==> config.mk <==
export PLATFORM = sky130hd
export DESIGN_NAME = pnrs_ctrl
export DESIGN_NICKNAME = d
export VERILOG_FILES = /design/src/design/pnrs_pkg.sv /design/src/design/pnrs_ctrl.sv
export SDC_FILE = /design/constraint.sdc
export NUM_CORES = 1
export LEC_CHECK = 0
export BUFFER_PORTS_ARGS = -buffer_cell sky130_fd_sc_hd__buf_2
export CELL_PAD_IN_SITES_DETAIL_PLACEMENT = 0
export CELL_PAD_IN_SITES_GLOBAL_PLACEMENT = 1
export CORE_AREA = 2 2 39 41
export DETAILED_ROUTE_END_ITERATION = 8
export DIE_AREA = 0 0 41 43
export MAX_ROUTING_LAYER = met4
export PLACE_DENSITY = 0.34
export SLEW_MARGIN = 20
export SYNTH_ARGS = -nofsm -noshare
export SYNTH_HDL_FRONTEND = slang
export SYNTH_SLANG_ARGS = --single-unit
==> constraint.sdc <==
create_clock -name clk_i -period 1.5 [get_ports clk_i]
set_clock_uncertainty 0.2 [all_clocks]
set_input_delay 0.225 -clock clk_i [delete_from_list [all_inputs] [get_ports clk_i]]
set_output_delay 0.225 -clock clk_i [all_outputs]
set_load 0.02 [all_outputs]
==> src/design/pnrs_pkg.sv <==
// Package: shared types, constants and codes for the packet number range set.
`default_nettype none
package pnrs_pkg;
  localparam int MaxRanges  = 16;
  localparam int CountLimit = 255;
  localparam int HeldW      = $clog2(MaxRanges + 1);
  localparam int CmpW       = (HeldW > 5) ? HeldW : 5;

  localparam logic [1:0] ActInsert = 2'd0;
  localparam logic [1:0] ActQuery  = 2'd1;
  localparam logic [1:0] ActRead   = 2'd2;

  typedef struct packed {
    logic [1:0]  action;
    logic [31:0] packet_number;
    logic [4:0]  range_index;
  } in_item_t;

  typedef struct packed {
    logic        count_overflow;
    logic        is_member;
    logic        range_present;
    logic [31:0] range_lowest;
    logic [31:0] range_highest;
    logic [31:0] highest_seen;
  } out_item_t;

  typedef struct packed {
    logic capture;
    logic evaluate;
    logic apply;
  } pnrs_cmd_t;
endpackage
`default_nettype wire

==> src/design/pnrs_ctrl.sv <==
// Controller: sequences capture, evaluate and apply, and owns the result valid flag.
`default_nettype none
module pnrs_ctrl (
  input  wire logic              clk_i,
  input  wire logic              rst_ni,
  input  wire logic              in_valid_i,
  output logic                   in_ready_o,
  output logic                   out_valid_o,
  input  wire logic              out_ready_i,
  output pnrs_pkg::pnrs_cmd_t    cmd_o
);
  import pnrs_pkg::*;

  localparam logic [1:0] StIdle  = 2'd0;
  localparam logic [1:0] StEval  = 2'd1;
  localparam logic [1:0] StApply = 2'd2;

  logic [1:0] state_q, state_d;
  logic       out_valid_q, out_valid_d;
  logic       slot_free;

  assign slot_free  = !out_valid_q || out_ready_i;
  assign in_ready_o = (state_q == StIdle);
  assign out_valid_o = out_valid_q;

  always_comb begin
    state_d        = state_q;
    cmd_o.capture  = 1'b0;
    cmd_o.evaluate = 1'b0;
    cmd_o.apply    = 1'b0;
    case (state_q)
      StIdle: begin
        if (in_valid_i) begin
          cmd_o.capture = 1'b1;
          state_d       = StEval;
        end
      end
      StEval: begin
        cmd_o.evaluate = 1'b1;
        state_d        = StApply;
      end
      StApply: begin
        // hold while the previous result still waits
        if (slot_free) begin
          cmd_o.apply = 1'b1;
          state_d     = StIdle;
        end
      end
      default: state_d = StIdle;
    endcase
  end

  always_comb begin
    out_valid_d = out_valid_q;
    if (out_valid_q && out_ready_i) out_valid_d = 1'b0;
    if (cmd_o.apply) out_valid_d = 1'b1;
  end

  always_ff @(posedge clk_i or negedge rst_ni) begin
    if (!rst_ni) begin
      state_q     <= StIdle;
      out_valid_q <= 1'b0;
    end else begin
      state_q     <= state_d;
      out_valid_q <= out_valid_d;
    end
  end
endmodule
`default_nettype wire

# ---- After elaboration in Yosys (flattened, before gate mapping)
# Cells that the tools add are included.
dict set report totals {
  in_bits 4
  regBits 3
  out_inout_bits 5
  word_cells 22
}
dict set report op_classes {
  eq_ne 4
  muxes 10
  reduce_logical 6
}
# op n
set ops {}
lappend ops {{$mux 1} 7}
lappend ops {{$pmux 2 s3} 1}
lappend ops {{$mux 2} 2}
lappend ops {{$ne 2x2->1 const B} 2}
lappend ops {{$eq 2x1->1 const B} 1}
lappend ops {{$eq 2x2->1 const B} 1}
lappend ops {{$logic_not 2->1} 1}
lappend ops {{$reduce_and 2->1} 1}
lappend ops {{$reduce_bool 2->1} 1}
lappend ops {{$logic_and 1x1->1} 1}
lappend ops {{$logic_not 1->1} 1}
lappend ops {{$logic_or 1x1->1} 1}

# ---- Longest topological paths before layout
dict set report depth {
  ltp_word 5
  ltp_mapped 3
  ltp_nobuf 2
}

# ---- Least setup slack after synthesis
# Ideal clock, no wire load.
dict set report synth_timing {
  path_kind {reg2out}
  start {register state_q[1]}
  end {output cmd_o[2] (netlist bit)}
  setup_slack_ps 156
  t_required_ps 1075
  stages_incl_launch_ff 3
  arrival_ps 919
  cell_sequence {dfrtp_1 nor2_2 and2_1}
}
# item line
set synth_lines {}
lappend synth_lines {{start, declared} pnrs_ctrl.sv:18} ;# logic [1:0] state_q, state_d;
lappend synth_lines {{start signal, assigned} pnrs_ctrl.sv:61} ;# state_q <= StIdle;
lappend synth_lines {{start signal, assigned} pnrs_ctrl.sv:64} ;# state_q <= state_d;
lappend synth_lines {{end, declared} pnrs_ctrl.sv:10} ;# output pnrs_pkg::pnrs_cmd_t cmd_o

==> results.toml <==
[logic_synthesis]
synth.lib_cells_used.distinct = 9
synth_seq_area_share = 0.5357
synthDominantAreaCellType = "dfrtp_1"
syn-instance-count = 13
netlist.area_leader.share = 0.5357
synth.area.top_cells = "dfrtp_1 (54%), and2_1 (8.9%), nand2b_1 (8.9%)"
synth-seq-cells = 3
synth_nets = 17
syn-cell-area_um2 = 140.1
synth_warnings = 0
syn_area_per_cell_um2 = 10.78

[run_status]
run_status = "complete, no violations"

[floorplan]
initial_utilization = 0.1013
boundaryPins = 9
die-width_um = 41
floorplan.die_area_um2 = 1763
die_y_um = 43
fp.coreArea_um2 = 1384
row_count = 14

[sta]
grt_setup_unrepaired = "yes"
layout_setup_ws_ns = 0.02759
timing_worst_slew_pin_value_ns = 0.1425
hold_viol = 0
report.final.setup_viol = 0
clock.fmax_mhz = 679.2
final_min_period_over_clock_period = 0.9816
worst_slew_margin_rel = 0.9050
setup_total_negative_slack_ns = 0
final_period_minus_worst_setup_slack_ns = 1.472
final-max-slew-violation-count = 0

[layout]
post_route_cell_area_um2 = 261.5
flow.area_growth_from_synthesis_pct = 86.61
most_common_cell_after_layout_fill_and_taps_aside = "buf_2"
final_core_util = 0.1890
filler_cell_count = 157
antenna-diode-count = 0
most-common-layout-cells = "buf_2 (6), clkbuf_4 (3), dfrtp_1 (2), buf_4 (2)"
final_layout_size_suffix_gt1_frac = 0.6538
final_net_count = 31

[setup_path]
reg2reg_depth = 3
startpoint_type_of_the_worst_setup_path = "flop"
r2r_startpoint = "state_q[0]"
criticalPathCategory = "flop to primary output"
worst-r2r-setup-slack_ns = 0.40
wp_data_required_ns = 1.07
worst_ep_arrival_time_ns = 1.05
end_kind = "primary output"
crit_fanout = 3
worst_r2r_endpoint = "state_q[1]"

[min_path]
timing.hold.worst_endpoint = "state_q[0]"
number_of_instances_on_the_worst_hold_path = 2
hold_start = "in_valid_i"
worstHoldPathType = "primary input to flop"

[grt]
grt_start_max_net_pins = 4
groute.usage.overall = 0.06385
grt_first_pass_wirelength_um = 607
first_global_vias = 162
antenna_found_initial = 0
total_congestion_overflow_after_global_routing = 0

[clock_network]
cts_max_path_buffers = 2
clk_transition_reported_paths_ns = 0.03
cts.root.buffer_cell = "clkbuf_4"
cts_made_buffers = 3
clock_sinks = 3
cts_htree_levels = 1
clock_tree_from_tritoncts = "built"
clock_latency_ns = 0.23

[detailed_routing]
route.detailed.vias_per_inst = 3.262
initialDrtViolationCount = 1
drtAntennaViolNets = 0
wl_per_cell_um = 8.071
drc = 0
drt-pass1-iter-count = 2
num_vias = 137
final_routed_wirelength_um = 339

[place]
portBuffers = 8
gp_congestion = 0.5689
place.detailed.hpwl_um = 244.7
placed_area_um2 = 192.7
worst_setup_slack_post_dpl_ns = 0.2372

[pwr]
p_leak_nw = 0.1280
vdd_ir_drop_max_uv = 435.6
p_per_area_nw_per_um2 = 1831

[job]
max_cap_viol_count = 0
## metrics by stage
stage / power (mW) / instances / hold WS (ns)
CTS: 0.4434 / 41 / 0.01789
global placement: 0.2873 / 36 / -0.1752
floorplan: 0.2433 / 13 / -0.2706
finish: 0.4787 / 42 / 0.02684
detailed placement: 0.2883 / 36 / -0.1742
global route: 0.5244 / 42 / 0.02280
## report_power, final
part | switching (mW) | internal, mW
clock | 0.0380 | 0.0994
sequential | 0.0289 | 0.109
combinational | 0.105 | 0.0981
## repair_timing
action | 4_1_cts | 5_1_grt
pin swaps | 0 | 2
resized for setup | 1 | 6
hold endpoints to repair | 3 | 0
endpoints found under the setup margin | 1 | 2
setup buffers | 0 | 1
hold buffers | 1 | 0
## cell usage after synthesis
cell and n:
nand2b_1 2, and2_1 2, nor2b_2 1, buf_4 1, nand2_1 1, nor2_2 1
dfrtp_1 3, nor2b_1 1, o21bai_1 1
## layer usage
layer | track usage | share of wire | vias to the layer above
li1 | - | - | 66
met1 | 0.05161 | 0.46 | 60
met2 | 0.06563 | 0.40 | 9
met3 | 0.08377 | 0.11 | 2
met4 | 0.06000 | 0.021 | 0
met5 | - | 0 | -
## worst max-delay path by stage
| stage | startpoint | end | slack (ns) | cells past startpoint |
|---|---|---|---|---|
| global route | state_q[0] | cmd_o[0] | -0.06 | 3 |
| detailed placement | state_q[0] | cmd_o[0] | 0.24 | 3 |
| CTS | state_q[0] | cmd_o[0] | -0.0005 | 3 |
| global placement | state_q[0] | cmd_o[0] | 0.24 | 3 |
| finish | state_q[0] | cmd_o[0] | 0.03 | 3 |
| floorplan | state_q[1] | cmd_o[2] | 0.16 | 2 |
## flip-flops by register name (all words and copies together), names as in the netlist
register,cells
state_q,2
out_valid_o,1
## kinds of logic after synthesis
logic type | synth area share
buf+inv | 0.05359
simple gates | 0.3572
flops | 0.5357
compound gates | 0.05359
## layout make-up
type                            count  area [um2]  area share
Multi-Input combinational cell      9       72.57      0.2775
Clock buffer                        4       26.28      0.1005
Timing Repair Buffer               10       66.31      0.2536
Tap cell                           16       20.02     0.07655
Sequential cell                     3       76.32      0.2919
## worst max-delay path, stage by stage (launching register included)
cell      delay [ns]
dfrtp_1         0.40
nand2b_4        0.16
nor2b_1         0.11
buf_4           0.15
No activity file was read; power rests on OpenSTA's default activity.
